==> src/design/wavhp_pkg.sv <==
// wavhp_pkg: types and constants shared by wavhp_parse and wav_header_parser_core.
// No dependencies.

package wavhp_pkg;

  // Chunk tags as they appear in the byte stream, first byte in the low byte
  localparam logic [31:0] TAG_RIFF = 32'h4646_4952;
  localparam logic [31:0] TAG_WAVE = 32'h4556_4157;
  localparam logic [31:0] TAG_FMT  = 32'h2074_6d66;
  localparam logic [31:0] TAG_DATA = 32'h6174_6164;

  // PCM format code in the fmt chunk
  localparam logic [15:0] FMT_PCM = 16'd1;

  // Result status codes
  typedef enum logic [2:0] {
    ST_OK         = 3'd0,
    ST_NO_WAVE    = 3'd1,
    ST_NO_FMT     = 3'd2,
    ST_NOT_PCM    = 3'd3,
    ST_NO_DATA    = 3'd4,
    ST_ZERO_WIDTH = 3'd5
  } status_e;

  // Where the chunk walker is
  typedef enum logic [1:0] {
    PH_SEARCH = 2'd0,
    PH_WAVE   = 2'd1,
    PH_CHAIN  = 2'd2,
    PH_BAD    = 2'd3
  } phase_e;

  // Top-level sequencer
  typedef enum logic [1:0] {
    CTL_PARSE  = 2'd0,
    CTL_FINISH = 2'd1,
    CTL_DIV    = 2'd2
  } ctl_state_e;

  // Everything the parser has gathered, handed to the result logic
  typedef struct packed {
    logic        wave_ok;
    logic        fmt_found;
    logic        data_found;
    logic [15:0] format_tag;
    logic [15:0] channel_count;
    logic [31:0] sample_rate;
    logic [15:0] bits_per_sample;
    logic [31:0] data_length;
    logic [31:0] data_start;
  } parse_res_t;

endpackage

==> src/design/wavhp_parse.sv <==
// wavhp_parse: byte-wise RIFF chunk walker and fmt/data field capture.
// Depends on wavhp_pkg.

module wavhp_parse #(
  parameter int unsigned POSITION_BITS = 32
) (
  input  logic                  clk_i,
  input  logic                  rst_ni,
  input  logic                  step_i,
  input  logic                  clear_i,
  input  logic [7:0]            data_byte_i,
  output wavhp_pkg::parse_res_t res_o
);

  localparam int unsigned NW = 33;

  logic [POSITION_BITS-1:0] pos_q, pos_d;
  logic [POSITION_BITS-1:0] next_q, next_d;
  logic [POSITION_BITS-1:0] riff_q, riff_d;
  logic [POSITION_BITS-1:0] dstart_q, dstart_d;
  wavhp_pkg::phase_e        phase_q, phase_d;
  logic [63:0]              shift_q, shift_d;
  logic [9:0][7:0]          cap_q, cap_d;
  logic                     fmt_found_q, fmt_found_d;
  logic                     fmt_on_q, fmt_on_d;
  logic [3:0]               fmt_rel_q, fmt_rel_d;
  logic                     data_found_q, data_found_d;
  logic [31:0]              dlen_q, dlen_d;
  logic                     stopped_q, stopped_d;

  logic                     parse_en;
  logic [63:0]              shift_new;
  logic [31:0]              name;
  logic [31:0]              len;
  logic [31:0]              pad;
  logic [NW-1:0]            nxt;
  logic                     nxt_over;
  logic                     hdr_hit;
  logic                     wave_hit;

  // Bytes at the saturated position take no part in parsing
  assign parse_en  = step_i && (pos_q != {POSITION_BITS{1'b1}});
  assign shift_new = {data_byte_i, shift_q[63:8]};
  assign name      = shift_new[31:0];
  assign len       = shift_new[63:32];

  // Shared chain adder: next header = this header + 8 + even-padded length
  assign pad      = (len + 32'd1) & ~32'd1;
  assign nxt      = NW'(next_q) + NW'(8) + NW'(pad);
  assign nxt_over = |nxt[NW-1:POSITION_BITS];

  assign hdr_hit  = ((phase_q == wavhp_pkg::PH_SEARCH) || (phase_q == wavhp_pkg::PH_CHAIN)) &&
                    !stopped_q &&
                    ({1'b0, pos_q} == ({1'b0, next_q} + (POSITION_BITS+1)'(7)));
  assign wave_hit = (phase_q == wavhp_pkg::PH_WAVE) &&
                    ({1'b0, pos_q} == ({1'b0, riff_q} + (POSITION_BITS+1)'(11)));

  // Next-state logic for the walker
  always_comb begin
    pos_d        = pos_q;
    next_d       = next_q;
    riff_d       = riff_q;
    dstart_d     = dstart_q;
    phase_d      = phase_q;
    shift_d      = shift_q;
    cap_d        = cap_q;
    fmt_found_d  = fmt_found_q;
    fmt_on_d     = fmt_on_q;
    fmt_rel_d    = fmt_rel_q;
    data_found_d = data_found_q;
    dlen_d       = dlen_q;
    stopped_d    = stopped_q;

    if (clear_i) begin
      pos_d        = '0;
      next_d       = '0;
      riff_d       = '0;
      dstart_d     = '0;
      phase_d      = wavhp_pkg::PH_SEARCH;
      shift_d      = '0;
      cap_d        = '0;
      fmt_found_d  = 1'b0;
      fmt_on_d     = 1'b0;
      fmt_rel_d    = '0;
      data_found_d = 1'b0;
      dlen_d       = '0;
      stopped_d    = 1'b0;
    end else if (parse_en) begin
      shift_d = shift_new;
      pos_d   = pos_q + POSITION_BITS'(1);

      // fmt body: offsets 0..7 and 14..15
      if (fmt_on_q) begin
        if (!fmt_rel_q[3]) begin
          cap_d[{1'b0, fmt_rel_q[2:0]}] = data_byte_i;
        end else if (fmt_rel_q[3:1] == 3'b111) begin
          cap_d[{3'b100, fmt_rel_q[0]}] = data_byte_i;
        end
        if (fmt_rel_q == 4'hF) begin
          fmt_on_d = 1'b0;
        end else begin
          fmt_rel_d = fmt_rel_q + 4'd1;
        end
      end

      // Chunk header complete
      if (hdr_hit) begin
        if (len[31]) begin
          stopped_d = 1'b1;
        end else if (phase_q == wavhp_pkg::PH_SEARCH && name == wavhp_pkg::TAG_RIFF) begin
          riff_d  = next_q;
          phase_d = wavhp_pkg::PH_WAVE;
        end else begin
          if (phase_q == wavhp_pkg::PH_CHAIN) begin
            if (name == wavhp_pkg::TAG_FMT && !fmt_found_q) begin
              fmt_found_d = 1'b1;
              fmt_on_d    = 1'b1;
              fmt_rel_d   = '0;
            end
            if (name == wavhp_pkg::TAG_DATA && !data_found_q) begin
              data_found_d = 1'b1;
              dlen_d       = len;
              dstart_d     = next_q + POSITION_BITS'(8);
            end
          end
          if (nxt_over) begin
            stopped_d = 1'b1;
          end else begin
            next_d = nxt[POSITION_BITS-1:0];
          end
        end
      end else if (wave_hit) begin
        // Form type at RIFF offset 8
        if (len == wavhp_pkg::TAG_WAVE) begin
          phase_d   = wavhp_pkg::PH_CHAIN;
          next_d    = riff_q + POSITION_BITS'(12);
          stopped_d = 1'b0;
        end else begin
          phase_d = wavhp_pkg::PH_BAD;
        end
      end
    end
  end

  always_ff @(posedge clk_i or negedge rst_ni) begin
    if (!rst_ni) begin
      pos_q        <= '0;
      next_q       <= '0;
      riff_q       <= '0;
      dstart_q     <= '0;
      phase_q      <= wavhp_pkg::PH_SEARCH;
      shift_q      <= '0;
      cap_q        <= '0;
      fmt_found_q  <= 1'b0;
      fmt_on_q     <= 1'b0;
      fmt_rel_q    <= '0;
      data_found_q <= 1'b0;
      dlen_q       <= '0;
      stopped_q    <= 1'b0;
    end else begin
      pos_q        <= pos_d;
      next_q       <= next_d;
      riff_q       <= riff_d;
      dstart_q     <= dstart_d;
      phase_q      <= phase_d;
      shift_q      <= shift_d;
      cap_q        <= cap_d;
      fmt_found_q  <= fmt_found_d;
      fmt_on_q     <= fmt_on_d;
      fmt_rel_q    <= fmt_rel_d;
      data_found_q <= data_found_d;
      dlen_q       <= dlen_d;
      stopped_q    <= stopped_d;
    end
  end

  // Gathered fields
  assign res_o.wave_ok         = (phase_q == wavhp_pkg::PH_CHAIN);
  assign res_o.fmt_found       = fmt_found_q;
  assign res_o.data_found      = data_found_q;
  assign res_o.format_tag      = {cap_q[1], cap_q[0]};
  assign res_o.channel_count   = {cap_q[3], cap_q[2]};
  assign res_o.sample_rate     = {cap_q[7], cap_q[6], cap_q[5], cap_q[4]};
  assign res_o.bits_per_sample = {cap_q[9], cap_q[8]};
  assign res_o.data_length     = dlen_q;
  assign res_o.data_start      = 32'(dstart_q);

endmodule

==> src/design/wavhp_div.sv <==
// wavhp_div: restoring divider, one quotient bit per cycle on a shared subtractor.
// Depends on nothing.

module wavhp_div (
  input  logic        clk_i,
  input  logic        rst_ni,
  input  logic        start_i,
  input  logic [31:0] dividend_i,
  input  logic [12:0] divisor_i,
  output logic        done_o,
  output logic [31:0] quotient_o
);

  logic        busy_q;
  logic [4:0]  cnt_q;
  logic [31:0] quo_q;
  logic [12:0] rem_q;
  logic [12:0] dvs_q;
  logic        done_q;

  logic [13:0] trial;
  logic [13:0] diff;
  logic        fits;

  // Shift in the next dividend bit and try the subtract
  assign trial = {rem_q, quo_q[31]};
  assign diff  = trial - {1'b0, dvs_q};
  assign fits  = !diff[13];

  always_ff @(posedge clk_i or negedge rst_ni) begin
    if (!rst_ni) begin
      busy_q <= 1'b0;
      cnt_q  <= '0;
      done_q <= 1'b0;
    end else begin
      done_q <= 1'b0;
      if (start_i) begin
        busy_q <= 1'b1;
        cnt_q  <= '0;
      end else if (busy_q) begin
        cnt_q <= cnt_q + 5'd1;
        if (cnt_q == 5'd31) begin
          busy_q <= 1'b0;
          done_q <= 1'b1;
        end
      end
    end
  end

  // Datapath
  always_ff @(posedge clk_i) begin
    if (start_i) begin
      quo_q <= dividend_i;
      rem_q <= '0;
      dvs_q <= divisor_i;
    end else if (busy_q) begin
      quo_q <= {quo_q[30:0], fits};
      rem_q <= fits ? diff[12:0] : trial[12:0];
    end
  end

  assign done_o     = done_q;
  assign quotient_o = quo_q;

endmodule

==> src/design/wav_header_parser_core.sv <==
// wav_header_parser_core: WAV header parser top level, sequencer and result register.
// Depends on wavhp_pkg, wavhp_parse and wavhp_div.
//
//  channel | signals                                   | dir | transfer when
//  --------+-------------------------------------------+-----+------------------------
//  in      | in_valid_i, in_stall_o, data_byte_i,      | in  | in_valid_i && !in_stall_o
//          | last_i                                    |     |
//  out     | out_valid_o, out_stall_i, status_o,       | out | out_valid_o && !out_stall_i
//          | format_tag_o .. data_offset_o             |     |
//
// Input is stalled after the last byte of a file while the sequencer forms the
// status and, when the status is ok, while the divider runs its 32 one-bit steps
// and raises its done flag. The result register frees the input side, so bytes
// of the next file flow while a result waits; once that file's last byte is
// taken, input stays stalled until the register is empty. Reset is asynchronous,
// active low, and clears all parser state.

module wav_header_parser_core #(
  parameter int unsigned POSITION_BITS = 32
) (
  input  logic        clk_i,
  input  logic        rst_ni,
  input  logic        in_valid_i,
  output logic        in_stall_o,
  input  logic [7:0]  data_byte_i,
  input  logic        last_i,
  output logic        out_valid_o,
  input  logic        out_stall_i,
  output logic [2:0]  status_o,
  output logic [15:0] format_tag_o,
  output logic [15:0] channel_count_o,
  output logic [31:0] sample_rate_o,
  output logic [12:0] bytes_per_sample_o,
  output logic [31:0] sample_count_o,
  output logic [31:0] data_offset_o
);

  wavhp_pkg::ctl_state_e ctl_q, ctl_d;
  wavhp_pkg::parse_res_t res;
  wavhp_pkg::status_e    status;

  logic        step;
  logic        clear;
  logic        div_start;
  logic        div_done;
  logic [31:0] quotient;
  logic [12:0] width;
  logic        load;

  logic        out_valid_q, out_valid_d;
  logic [2:0]  status_q;
  logic [15:0] fmt_tag_q;
  logic [15:0] chans_q;
  logic [31:0] rate_q;
  logic [12:0] width_q;
  logic [31:0] samples_q;
  logic [31:0] offset_q;

  assign in_stall_o = (ctl_q != wavhp_pkg::CTL_PARSE);
  assign step       = in_valid_i && !in_stall_o;

  wavhp_parse #(
    .POSITION_BITS(POSITION_BITS)
  ) u_parse (
    .clk_i      (clk_i),
    .rst_ni     (rst_ni),
    .step_i     (step),
    .clear_i    (clear),
    .data_byte_i(data_byte_i),
    .res_o      (res)
  );

  wavhp_div u_div (
    .clk_i     (clk_i),
    .rst_ni    (rst_ni),
    .start_i   (div_start),
    .dividend_i(res.data_length),
    .divisor_i (width),
    .done_o    (div_done),
    .quotient_o(quotient)
  );

  // Status from the gathered fields
  assign width = res.bits_per_sample[15:3];

  always_comb begin
    if (!res.wave_ok) begin
      status = wavhp_pkg::ST_NO_WAVE;
    end else if (!res.fmt_found) begin
      status = wavhp_pkg::ST_NO_FMT;
    end else if (res.format_tag != wavhp_pkg::FMT_PCM) begin
      status = wavhp_pkg::ST_NOT_PCM;
    end else if (!res.data_found) begin
      status = wavhp_pkg::ST_NO_DATA;
    end else if (width == '0) begin
      status = wavhp_pkg::ST_ZERO_WIDTH;
    end else begin
      status = wavhp_pkg::ST_OK;
    end
  end

  // Sequencer
  always_comb begin
    ctl_d       = ctl_q;
    load        = 1'b0;
    clear       = 1'b0;
    div_start   = 1'b0;
    out_valid_d = out_valid_q && out_stall_i;
    unique case (ctl_q)
      wavhp_pkg::CTL_PARSE: begin
        if (step && last_i) begin
          ctl_d = wavhp_pkg::CTL_FINISH;
        end
      end
      wavhp_pkg::CTL_FINISH: begin
        if (!out_valid_q) begin
          load  = 1'b1;
          clear = 1'b1;
          if (status == wavhp_pkg::ST_OK) begin
            div_start = 1'b1;
            ctl_d     = wavhp_pkg::CTL_DIV;
          end else begin
            out_valid_d = 1'b1;
            ctl_d       = wavhp_pkg::CTL_PARSE;
          end
        end
      end
      wavhp_pkg::CTL_DIV: begin
        if (div_done) begin
          out_valid_d = 1'b1;
          ctl_d       = wavhp_pkg::CTL_PARSE;
        end
      end
      default: begin
        ctl_d = wavhp_pkg::CTL_PARSE;
      end
    endcase
  end

  always_ff @(posedge clk_i or negedge rst_ni) begin
    if (!rst_ni) begin
      ctl_q       <= wavhp_pkg::CTL_PARSE;
      out_valid_q <= 1'b0;
    end else begin
      ctl_q       <= ctl_d;
      out_valid_q <= out_valid_d;
    end
  end

  // Result register
  always_ff @(posedge clk_i) begin
    if (load) begin
      status_q  <= status;
      samples_q <= '0;
      if (status == wavhp_pkg::ST_NO_WAVE || status == wavhp_pkg::ST_NO_FMT) begin
        fmt_tag_q <= '0;
        chans_q   <= '0;
        rate_q    <= '0;
        width_q   <= '0;
      end else begin
        fmt_tag_q <= res.format_tag;
        chans_q   <= res.channel_count;
        rate_q    <= res.sample_rate;
        width_q   <= width;
      end
      offset_q <= (status == wavhp_pkg::ST_OK) ? res.data_start : '0;
    end else if (ctl_q == wavhp_pkg::CTL_DIV && div_done) begin
      samples_q <= quotient;
    end
  end

  assign out_valid_o        = out_valid_q;
  assign status_o           = status_q;
  assign format_tag_o       = fmt_tag_q;
  assign channel_count_o    = chans_q;
  assign sample_rate_o      = rate_q;
  assign bytes_per_sample_o = width_q;
  assign sample_count_o     = samples_q;
  assign data_offset_o      = offset_q;

  // Checks
  a_div_done_in_div: assert property (@(posedge clk_i) disable iff (!rst_ni)
    div_done |-> ctl_q == wavhp_pkg::CTL_DIV)
    else $error("divider finished outside the divide state");

  a_div_nonzero: assert property (@(posedge clk_i) disable iff (!rst_ni)
    div_start |-> width != '0)
    else $error("divide started with zero width");

  a_rise_source: assert property (@(posedge clk_i) disable iff (!rst_ni)
    $rose(out_valid_q) |-> ($past(ctl_q) == wavhp_pkg::CTL_FINISH ||
                            $past(ctl_q) == wavhp_pkg::CTL_DIV))
    else $error("result raised without a finished file");

  a_fail_zero: assert property (@(posedge clk_i) disable iff (!rst_ni)
    (out_valid_q && status_q != wavhp_pkg::ST_OK) |-> (samples_q == '0 && offset_q == '0))
    else $error("count or offset set on a failed file");

endmodule
==> config.mk <==
export PLATFORM = sky130hd
export DESIGN_NAME = wav_header_parser_core
export DESIGN_NICKNAME = d
export VERILOG_FILES = /design/src/design/wavhp_pkg.sv /design/src/design/wavhp_parse.sv /design/src/design/wavhp_div.sv /design/src/design/wav_header_parser_core.sv
export SDC_FILE = /design/constraint.sdc
export NUM_CORES = 1
export LEC_CHECK = 0
export ABC_AREA = 1
export BUFFER_PORTS_ARGS = -buffer_cell sky130_fd_sc_hd__buf_4
export CELL_PAD_IN_SITES_DETAIL_PLACEMENT = 1
export CELL_PAD_IN_SITES_GLOBAL_PLACEMENT = 1
export CORE_UTILIZATION = 50
export CTS_CLUSTER_DIAMETER = 100
export DETAILED_ROUTE_END_ITERATION = 7
export GPL_TIMING_DRIVEN = 1
export PLACE_DENSITY_LB_ADDON = 0.08
export REMOVE_ABC_BUFFERS = 1
export SLEW_MARGIN = 25
export SYNTH_ARGS = -nofsm -noshare
export SYNTH_HDL_FRONTEND = slang
export SYNTH_SLANG_ARGS = --single-unit
==> constraint.sdc <==
create_clock -name clk_i -period 12.4 [get_ports clk_i]
set_clock_uncertainty 0.05 [all_clocks]
set_input_delay 0.62 -clock clk_i [delete_from_list [all_inputs] [get_ports clk_i]]
set_output_delay 0.62 -clock clk_i [all_outputs]
set_load 0.01 [all_outputs]
# Yosys cells after proc, flatten, opt, wreduce, memory -nomap -nowiden
# Index checks and enable logic that the tools add are counted.
op_classes:
  add_sub_neg: 11
  magnitude_cmp: 4
  eq_ne: 29
  muxes: 119
  n_reduce_logical: 43
ops:
  columns: ["op", "count"]
  rows:
  - ["two-way mux 32 bit", 31]
  - ["two-way mux 80 bit", 5]
  - ["bitwise mux 80 bit", 2]
  - ["two-way mux 64 bit", 2]
  - ["equality test 32 x 31 -> 1 bit (second input constant)", 3]
  - ["adder 32 x 4 -> 33 bit (second input constant)", 2]
  - ["equality test 32 x 33 -> 1 bit", 2]
  - ["adder 32 x 1 -> 32 bit (second input constant)", 2]
  - ["adder 32 x 4 -> 32 bit (second input constant)", 2]
  - ["two-way mux 1 bit", 46]
  - ["two-way mux 4 bit", 9]
  - ["adder 32 x 3 -> 33 bit (second input constant)", 1]
  - ["adder 33 x 32 -> 33 bit", 1]
  - ["equality test 32 x 30 -> 1 bit (second input constant)", 1]
  - ["!= test 32 bit (second input constant)", 1]
  - ["demux 8 bit (select 3 bit)", 1]
  - ["two-way mux 2 bit", 10]
  - ["AND reduction 6 bit", 3]
  - ["nonzero test 2 bit", 9]
  - ["two-way mux 8 bit", 2]
  - ["!= test 16 x 1 -> 1 bit (second input constant)", 1]
  - ["two-way mux 3 bit", 5]
  - ["!= test 3 bit (second input constant)", 5]
  - ["subtractor 14 x 13 -> 14 bit", 1]
  - ["32 further kinds", 59]
word_totals:
  reg_bits: 526
  input_bits: 13
  output_inout_bits: 146
  word_cells: 243

# Logic depth before layout (Yosys ltp)
# Gate-level depths: netlist of the first run.
depth:
  word_depth: 11
  mapped_depth: 32
  ltp_nobuf: 31

# Cells and area by module
# From an unflattened synthesis of the first run, not the netlist that was laid out.
unflattened:
  hier_cells: 3941
  hier_area_um2: 30206.5
by_module_without_submodules:
  columns: ["mod", "n_inst", "cells_per_inst", "area_per_inst_um2", "seq_area_each_um2"]
  rows:
  - ["wavhp_parse", 1, 2934, 20683.6, 7632.3]
  - ["wav_header_parser_core", 1, 554, 5865.6, 4078.9]
  - ["wavhp_div", 1, 453, 3657.3, 1786.7]

# Worst setup path before layout of the first run
# Ideal clock, no wire load.
synth_path:
  kind: "flip-flop to flip-flop"
  startpoint: "register ctl_q[1]"
  endpoint: "register width_q[0], in the netlist bytes_per_sample_o[0] (enable)"
  setup_time_ns: 0.520
  t_arrival_ns: 4.614
  t_required_ns: 11.830
  path_slack_ns: 7.216
  path_stages_with_launch: 8
  n_path_buf: 3
  period_less_slack_ns: 5.184
  cell_sequence: "dfrtp_1 > inv_1 > ha_1 > inv_1 > nor2_1 > buf_2 > clkbuf_1 > buf_1"
synth_via:
  elab_chain_len: 2
synth_rtl:
  columns: ["item", "line_no", "rtl"]
  rows:
  - ["start: declaration", "wav_header_parser_core.sv:38", "wavhp_pkg::ctl_state_e ctl_q, ctl_d;"]
  - ["start signal: assignment", "wav_header_parser_core.sv:142", "ctl_q <= wavhp_pkg::CTL_PARSE;"]
  - ["start signal: assignment", "wav_header_parser_core.sv:145", "ctl_q <= ctl_d;"]
  - ["equality test 2 x 1 -> 1 bit", null, null]
  - ["two-way mux 1 bit", null, null]
  - ["net clear", "wav_header_parser_core.sv:43", "logic clear;"]
  - ["end signal: assignment", "wav_header_parser_core.sv:164", "width_q <= width;"]
  - ["end: declaration", "wav_header_parser_core.sv:55", "logic [12:0] width_q;"]
# The timed path passes the listed nets, and every way through them passes these cells.
# A chain may end at the register's enable or synchronous reset.

# Worst setup path in the final report of the first run
layout_path:
  startpoint: "register u_parse.shift_q[42]"
  endpoint: "register u_parse.next_q[20]"
layout_via:
  elab_chain_len: 8
  word_cells_on_any_way: 12
  classes_between: "add/sub (2); eq/ne (2); mux (6); reduce/logical (2)"
layout_rtl:
  columns: ["item", "line_no", "rtl"]
  rows:
  - ["start: declaration", "wavhp_parse.sv:22", "logic [63:0] shift_q, shift_d;"]
  - ["start signal: assignment", "wavhp_parse.sv:166", "shift_q <= shift_d;"]
  - ["adder 32 x 1 -> 32 bit", "wavhp_parse.sv:48", "assign pad = (len + 32'd1) & ~32'd1;"]
  - ["adder 33 x 32 -> 33 bit", "wavhp_parse.sv:49", "assign nxt = NW'(next_q) + NW'(8) + NW'(pad);"]
  - ["two-way mux 32 bit", "wavhp_parse.sv:126", "if (nxt_over) begin"]
  - ["two-way mux 32 bit", "wavhp_parse.sv:110", "end else if (phase_q == wavhp_pkg::PH_SEARCH && name == wavhp_pkg::TAG_RIFF) begin"]
  - ["two-way mux 32 bit", "wavhp_parse.sv:108", "if (len[31]) begin"]
  - ["two-way mux 32 bit", "wavhp_parse.sv:107", "if (hdr_hit) begin"]
  - ["two-way mux 32 bit", "wavhp_parse.sv:88", "end else if (parse_en) begin"]
  - ["two-way mux 32 bit", "wavhp_parse.sv:74", "if (clear_i) begin"]
  - ["end signal: assignment", "wavhp_parse.sv:162", "next_q <= next_d;"]
  - ["end: declaration", "wavhp_parse.sv:18", "logic [POSITION_BITS-1:0] next_q, next_d;"]
# Parallel ways exist; a longest one is shown, timed or not. The select of a mux whose other input is x is not followed.

==> results of run 1 <==
[Yosys cell counts (8+ instances only)]
master    count  share of area
dfxtp_1      45          0.031
inv_1       527          0.068
nand4_1      67          0.014
buf_2        29         0.0050
a21oi_1     119          0.020
o31ai_1       9         0.0023
nor2_2       10         0.0022
nand3b_1      8         0.0021
nor4_1       24         0.0052
clkbuf_1     85          0.011
buf_1        15         0.0019
ha_1         87          0.037
nor2_1      389          0.050
o21ai_0     268          0.046
nor3_1       57         0.0098
nand2_1     780           0.10
o21bai_1      8         0.0021
edfxtp_1    157           0.16
o211ai_1     12         0.0031
xnor2_1      47          0.014
dfrtp_1     312           0.27
xor2_1      126          0.038
a31oi_1      12         0.0026
o22ai_1      69          0.015
nand3_1     315          0.054
o22ai_2      19         0.0082
[cell families (layout without fill, tap and decap cells)]
kind of cell / Yosys count / after routing / share of synthesized area
compound gates: 551 / 551 / 0.109
xor+xnor: 173 / 173 / 0.0521
fa+ha+maj: 89 / 89 / 0.0388
buf+inv: 682 / 827 / 0.0913
flops: 514 / 514 / 0.462
simple gates: 1679 / 1679 / 0.248
[layout by cell type (no fill, tap or decap), drive strengths merged, types with 6 or more instances in the layout]
cell / instances
nor3: 57
nand3: 318
clkbuf: 77
nand2: 785
a31oi: 12
dfrtp: 312
nand3b: 8
o22ai: 88
inv: 536
o21a: 6
xnor2: 47
ha: 87
o211ai: 12
nand4: 67
o31ai: 9
clkinv: 22
edfxtp: 157
dfxtp: 45
o21ai: 273
xor2: 126
a21oi: 119
nor4: 24
buf: 183
o21bai: 8
nor2: 407
a21o: 7
a22oi: 6
[power groups by stage]
stage                     combinational (mW)  clock (mW)  sequential [mW]
after floorplan                         1.87           0             2.79
after global placement                  2.91           0             2.84
after detailed placement                3.07           0             2.87
after CTS                               3.13        1.72             2.86
after global routing                    3.46        1.78             2.91
final                                   3.17        1.70             2.88
[worst max-delay path, stage by stage (launching register included)]
cell      delay (ps)
dfrtp_1          400
inv_1             90
nor3_1           340
nand3_1          180
nor2_1           160
nand2_1          120
nor2_1           180
inv_1            100
nor4_1           580
nand4_1          240
nor2_1           290
nand2_1          100
xor2_1           150
inv_1             70
ha_1             280
ha_1             370
a21oi_1          210
a21boi_0         260
o21ai_0          120
a21oi_1          170
nand2_1           70
nand2_1           80
nand3_1          110
nand3_2          460
nand3_2          690
nand2_1          250
nand2_1           90
[worst max-delay path by stage]
stage | start | end | slack (ps) | cells after the start
after floorplan | ctl_q[1] | u_div.cnt_q[0] | -4400 | 11
after global placement | u_parse.shift_q[42] | u_parse.next_q[27] | 5790 | 26
after detailed placement | u_parse.shift_q[42] | u_parse.next_q[20] | 5720 | 26
after CTS | u_parse.shift_q[41] | u_parse.next_q[20] | 5690 | 26
after global routing | u_parse.shift_q[41] | u_parse.next_q[9] | 5580 | 26
final | u_parse.shift_q[42] | u_parse.next_q[20] | 6080 | 26
[area by class of cell]
class / instances / area share
Sequential cell: 514 / 0.410
Multi-Input combinational cell: 2492 / 0.399
Inverter: 538 / 0.0617
Clock buffer: 77 / 0.0474
Timing Repair Buffer: 184 / 0.0432
Tap cell: 765 / 0.0292
Clock inverter: 28 / 0.00918
[flip-flops by register name, summed over array words and instances, names as in the netlist, 32 cells and up]
register and flops:
u_parse.res_o 77, u_parse.shift_q 56, data_offset_o 32, sample_count_o 32, sample_rate_o 32, u_div.quotient_o 32
u_parse.dstart_q 32, u_parse.next_q 32, u_parse.pos_q 32, u_parse.riff_q 32
[stage by stage]
stage / worst slack (ps) / hold slack (ps) / utilization / cells / power (mW)
floorplan: -4400 / 274 / - / 3544 / 4.66
global placement: 5790 / 385 / 0.535 / 4491 / 5.75
detailed placement: 5720 / 391 / 0.535 / 4491 / 5.95
CTS: 5690 / 111 / 0.567 / 4596 / 7.70
global route: 5580 / 234 / 0.568 / 4598 / 8.15
finish: 6080 / 223 / 0.568 / 4598 / 7.75
[per-layer routing]
layer / track usage / vias up / wire length, um
li1: - / 12200 / -
met4: 0.158 / 2 / 4890
met3: 0.0506 / 223 / 7150
met5: 0 / - / 11
met2: 0.602 / 917 / 51500
met1: 0.484 / 13500 / 44900
==> results.sh, run 1 <==
export IMPL_outcome="finished, final reports clean"
export IMPL_grt_max_degree=125
export IMPL_cts_buffers=56
export IMPL_p_comb_frac=0.409
export IMPL_gr_total_overflow=0
export IMPL_gr_usage_all_layers=0.366
export IMPL_r2r_cells=26
export IMPL_n_antenna_cell=0
export IMPL_cts_htree_levels=2
export IMPL_min_delay_start="data_byte_i[1]"
export IMPL_first_global_vias=28000
export IMPL_slew_headroom=0.201
export IMPL_p_leak_nw=15.1
export IMPL_ys_seq_area_frac=0.462
export IMPL_cp_required_ps=12850
export IMPL_fin_nets=3888
export IMPL_drc=0
export IMPL_fmax_mhz=158
export IMPL_syn_area_um2=29100
export IMPL_path_class="register to register"
export IMPL_hold_viol_final=0
export IMPL_cts_root_buf="clkbuf_16"
export IMPL_ys_ff_latch=514
export IMPL_die_area_um2=59100
export IMPL_start_kind="register"
export IMPL_ys_flop_type="dfrtp_1"
export IMPL_finalMaxSlewViolations=0
export IMPL_p_seq_frac=0.371
export IMPL_avgSynthCellArea_um2=7.89
export IMPL_io_buffers=158
export IMPL_cts_resized=0
export IMPL_hold_end="u_parse.res_o[73]"
export IMPL_postRouteAntennaNets=0
export IMPL_ios=159
export IMPL_design_area_um2=32700
export IMPL_crit_path_end_kind="register"
export IMPL_die_w_um=243
export IMPL_max_vdd_ir_drop_v=0.000248
export IMPL_p_sw_frac=0.439
export IMPL_syn_to_final_growth_pct=12.5
export IMPL_dpl_hpwl_um=80500
export IMPL_period_share=0.509
export IMPL_dpl_instance_area_um2=30800
export IMPL_ff_latch_area_um2=13400
export IMPL_antenna_found_initial=2
export IMPL_rows=88
export IMPL_cts_sinks=514
export IMPL_reg2reg_slack_ps=6080
export IMPL_r2r_end="u_parse.next_q[20]"
export IMPL_start_util=0.505
export IMPL_max_cap_viol_count=0
export IMPL_grt_setup_unrepaired="false"
export IMPL_p_int_mw=4.35
export IMPL_wl_um=109000
export IMPL_die_h_um=243
export IMPL_synthesis_instances=3688
export IMPL_clk_latency_ps=640
export IMPL_multi_input_area_um2=13100
export IMPL_setup_tns_final_ps=0
export IMPL_avgViaCountPerCell=5.83
export IMPL_r2r_start="u_parse.shift_q[42]"
export IMPL_path_clk_slew_ps=70
export IMPL_place_congestion=1.02
export IMPL_drt_iter0_markers=2057
export IMPL_nFillCells=7040
export IMPL_wl_per_cell_um=23.6
export IMPL_synthDistinctLibCells=54
export IMPL_cts_max_path_buffers=3
export IMPL_cts_tree="yes"
export IMPL_whs_path_depth=3
export IMPL_fp_coreArea_um2=57600
export IMPL_worst_pin_slew_ps=1190
export IMPL_ys_async_sr_fraction=0.607
export IMPL_p_clk_frac=0.220
export IMPL_powerDensity_nw_per_um2=237
export IMPL_layout_drive_gt1_share=0.0890
export IMPL_hold_class="input port to register"
export IMPL_min_period_ps=6320
export IMPL_cp_arrival_ps=6770
export IMPL_holdBufCountCts=0
export IMPL_yosys_warnings=0
export IMPL_vias=26800
export IMPL_power_switching_mw=3.40
export IMPL_firstDrtPassIters=5
export IMPL_grt_pass1_wl_um=166000
export IMPL_cp_max_fo=31
export IMPL_synth_edf_count=157
export IMPL_setup_viol=0
export IMPL_cts_setup_buffers=0
No activity file was read; power rests on OpenSTA's default activity.
==> inputs of run 2 (changes only) <==
Settings changed: ABC_AREA 1 to 0, CORE_UTILIZATION 50 to 44.
Clock period 12.4 ns to 5.5 ns, I/O delays scaled along.
==> run 2 against run 1 <==
Clock power up 130%; synthesized cell count down 25%; critical path depth down 7; count of clock-buffer cells in the layout up 2; fmax up 22%; highest routed layer is now met4; setup slack worse by 5800 ps; die area up 6.9%; utilization down 5.9 points; worst hold slack worse by 170 ps; register-to-register slack worse by 5800 ps; largest cell class unchanged; total power up 49%.
==> results.sh, run 2 <==
export IMPL_rows=91
export IMPL_synth_top_area_share=0.285
export IMPL_die_h_um=251
export IMPL_worst_pin_slew_ps=1000
export IMPL_hold_class="input port to async pin"
export IMPL_cts_max_path_buffers=3
export IMPL_p_clk_frac=0.342
export IMPL_largest_reg_flops=77
export IMPL_use_met3=0.0328
export IMPL_clk_latency_ps=630
export IMPL_synthesis_instances=2774
export IMPL_cts_sinks=514
export IMPL_min_period_ps=5180
export IMPL_cp_required_ps=5960
export IMPL_slew_headroom=0.330
export IMPL_io_buffers=158
export IMPL_drc=0
export IMPL_gr_usage_all_layers=0.272
export IMPL_ios=159
export IMPL_p_sw_frac=0.339
export IMPL_cp_arrival_ps=5640
export IMPL_layout_drive_gt1_share=0.134
export IMPL_gr_total_overflow=0
export IMPL_total_power_mw=11.5
export IMPL_synth_edf_count=157
export IMPL_design_area_um2=31400
export IMPL_ys_seq_area_frac=0.490
export IMPL_fmax_mhz=193
export IMPL_met1_usage=0.364
export IMPL_setup_viol=0
export IMPL_p_comb_frac=0.240
export IMPL_grt_setup_unrepaired="false"
export IMPL_start_util=0.444
export IMPL_synth_area_leaders="dfrtp_1, edfxtp_1, nand2_1"
export IMPL_ys_ff_latch=514
export IMPL_cp_max_fo=20
export IMPL_outcome="finished, final reports clean"
export IMPL_cts_htree_levels=2
export IMPL_firstDrtPassIters=5
export IMPL_ys_flop_type="dfrtp_1"
export IMPL_vias=21500
export IMPL_max_cap_viol_count=0
export IMPL_setup_tns_final_ps=0
export IMPL_grt_busiest_layer="met2"
export IMPL_syn_area_um2=27400
export IMPL_hold_viol_final=0
export IMPL_wl_um=85900
export IMPL_max_vdd_ir_drop_v=0.000292
export IMPL_yosys_warnings=0
export IMPL_cts_root_buf="clkbuf_16"
export IMPL_start_kind="register"
export IMPL_cts_tree="yes"
export IMPL_postRouteAntennaNets=0
export IMPL_synthDistinctLibCells=90
export IMPL_p_seq_frac=0.418
export IMPL_place_congestion=0.886
export IMPL_cts_setup_buffers=0
export IMPL_fp_coreArea_um2=61600
export IMPL_path_class="register to register"
export IMPL_dpl_instance_area_um2=29300
export IMPL_cts_buffers=57
export IMPL_syn_to_final_growth_pct=14.7
export IMPL_grt_max_degree=146
export IMPL_p_int_mw=7.62
export IMPL_yosysMostFrequentCell="nand2_1"
export IMPL_antenna_found_initial=0
export IMPL_fin_nets=2959
export IMPL_path_clk_slew_ps=60
export IMPL_power_switching_mw=3.90
export IMPL_wl_per_cell_um=23.0
export IMPL_ys_async_sr_fraction=0.607
export IMPL_die_area_um2=63200
export IMPL_first_global_vias=22500
export IMPL_die_w_um=251
export IMPL_dpl_hpwl_um=61500
export IMPL_p_leak_nw=13.6
export IMPL_mostFrequentLayoutCells="nand2_1, dfrtp_1, buf_4, edfxtp_1, nor2_1"
export IMPL_mostFrequentLayoutCell="nand2_1"
export IMPL_avgSynthCellArea_um2=9.87
export IMPL_crit_path_end_kind="register"
export IMPL_synth_top_area_cell="dfrtp_1"
export IMPL_grt_pass1_wl_um=134000
export IMPL_period_share=0.942
export IMPL_drt_iter0_markers=1149
export IMPL_avgViaCountPerCell=5.74
export IMPL_grt_util_met2=0.463
export IMPL_powerDensity_nw_per_um2=367
export IMPL_yosys_top_cells_count="nand2_1, dfrtp_1, edfxtp_1, nor2_1, a21oi_1"
export IMPL_finalMaxSlewViolations=0
run 2: changes by cell type in the layout (fill, tap and decap cells not counted), moves of 108 or more:
cell     previous run  this run
o21ai_0           268        60
nand3_1           313        66
and3_1              1       109
nand2_1           778       511
inv_1             526        56
nor2_1            385       153
run 2: power by group through the flow:
| stage | Sequential, mW | Clock (mW) | Combinational, mW |
|---|---|---|---|
| after floorplan | 4.99 | 0 | 1.35 |
| after global placement | 4.86 | 0 | 2.71 |
| after detailed placement | 4.88 | 0 | 2.77 |
| after CTS | 4.81 | 4.02 | 2.79 |
| after global routing | 4.86 | 4.15 | 3.01 |
| final | 4.81 | 3.95 | 2.76 |
run 2: routing by layer:
| layer | part of all wire | vias to the layer above | wire (um) |
|---|---|---|---|
| li1 | - | 9997 | - |
| met1 | 0.45 | 10900 | 38400 |
| met2 | 0.49 | 467 | 42200 |
| met3 | 0.038 | 131 | 3270 |
| met4 | 0.025 | 0 | 2150 |
| met5 | 0 | - | 0 |
run 2: path summary, 6_finish.rpt:
path	start	cells past startpoint	end	slack (ps)
max in group asynchronous	rst_ni	4	u_parse.riff_q[21]	4040
min reg2reg	sample_count_o[6]	2	sample_count_o[6]	410
min	rst_ni	2	u_parse.pos_q[29]	50
max	u_parse.shift_q[40]	19	u_parse.next_q[4]	320
max reg2reg	u_parse.shift_q[40]	19	u_parse.next_q[4]	320
min in group clk_i	last_i	5	ctl_q[0]	90
run 2: layout make-up:
cell class / instances / area, um^2
Fill cell: 6715 / 30200
Clock inverter: 28 / 340
Antenna cell: 2 / 5.00
Timing Repair Buffer: 219 / 1730
Inverter: 60 / 233
Sequential cell: 514 / 13400
Clock buffer: 79 / 1590
Tap cell: 837 / 1050
Multi-Input combinational cell: 2005 / 13000
run 2: critical path, cell delays in order, from the launching register on:
cell,delay [ps]
dfrtp_1,420
ha_2,270
and4_2,300
nand2_1,70
nor2_1,180
buf_4,160
xor2_1,150
ha_1,250
ha_1,400
a21oi_1,230
a21boi_1,130
nor4_4,360
a21oi_2,140
o2111ai_2,270
a21oi_1,110
or3_1,420
a2111oi_4,440
o21ai_4,80
buf_4,270
mux2_4,350
run 2: kinds of logic after synthesis:
family | Yosys count | synth area share
flops | 514 | 0.490
simple gates | 1095 | 0.194
buf+inv | 255 | 0.0382
xor+xnor | 239 | 0.0765
fa+ha+maj | 89 | 0.0412
compound gates | 520 | 0.132
mux | 62 | 0.0278
run 2: per-stage QoR:
stage                     setup slack [ps]  hold slack, ps   util  cells
after CTS                             68.3            81.7  0.508   3741
after detailed placement               108             358  0.475   3624
final                                  319            52.9  0.510   3744
after floorplan                      -4460           -70.6      -   2579
after global routing                  9.76            66.9  0.510   3742
after global placement                 294             341  0.475   3624
run 2: repair_timing:
| action | in CTS | in global routing |
|---|---|---|
| resized for setup | 0 | 13 |
| hold buffers | 10 | 0 |
| hold endpoints to repair | 134 | 0 |
| endpoints found under the setup margin | 0 | 31 |
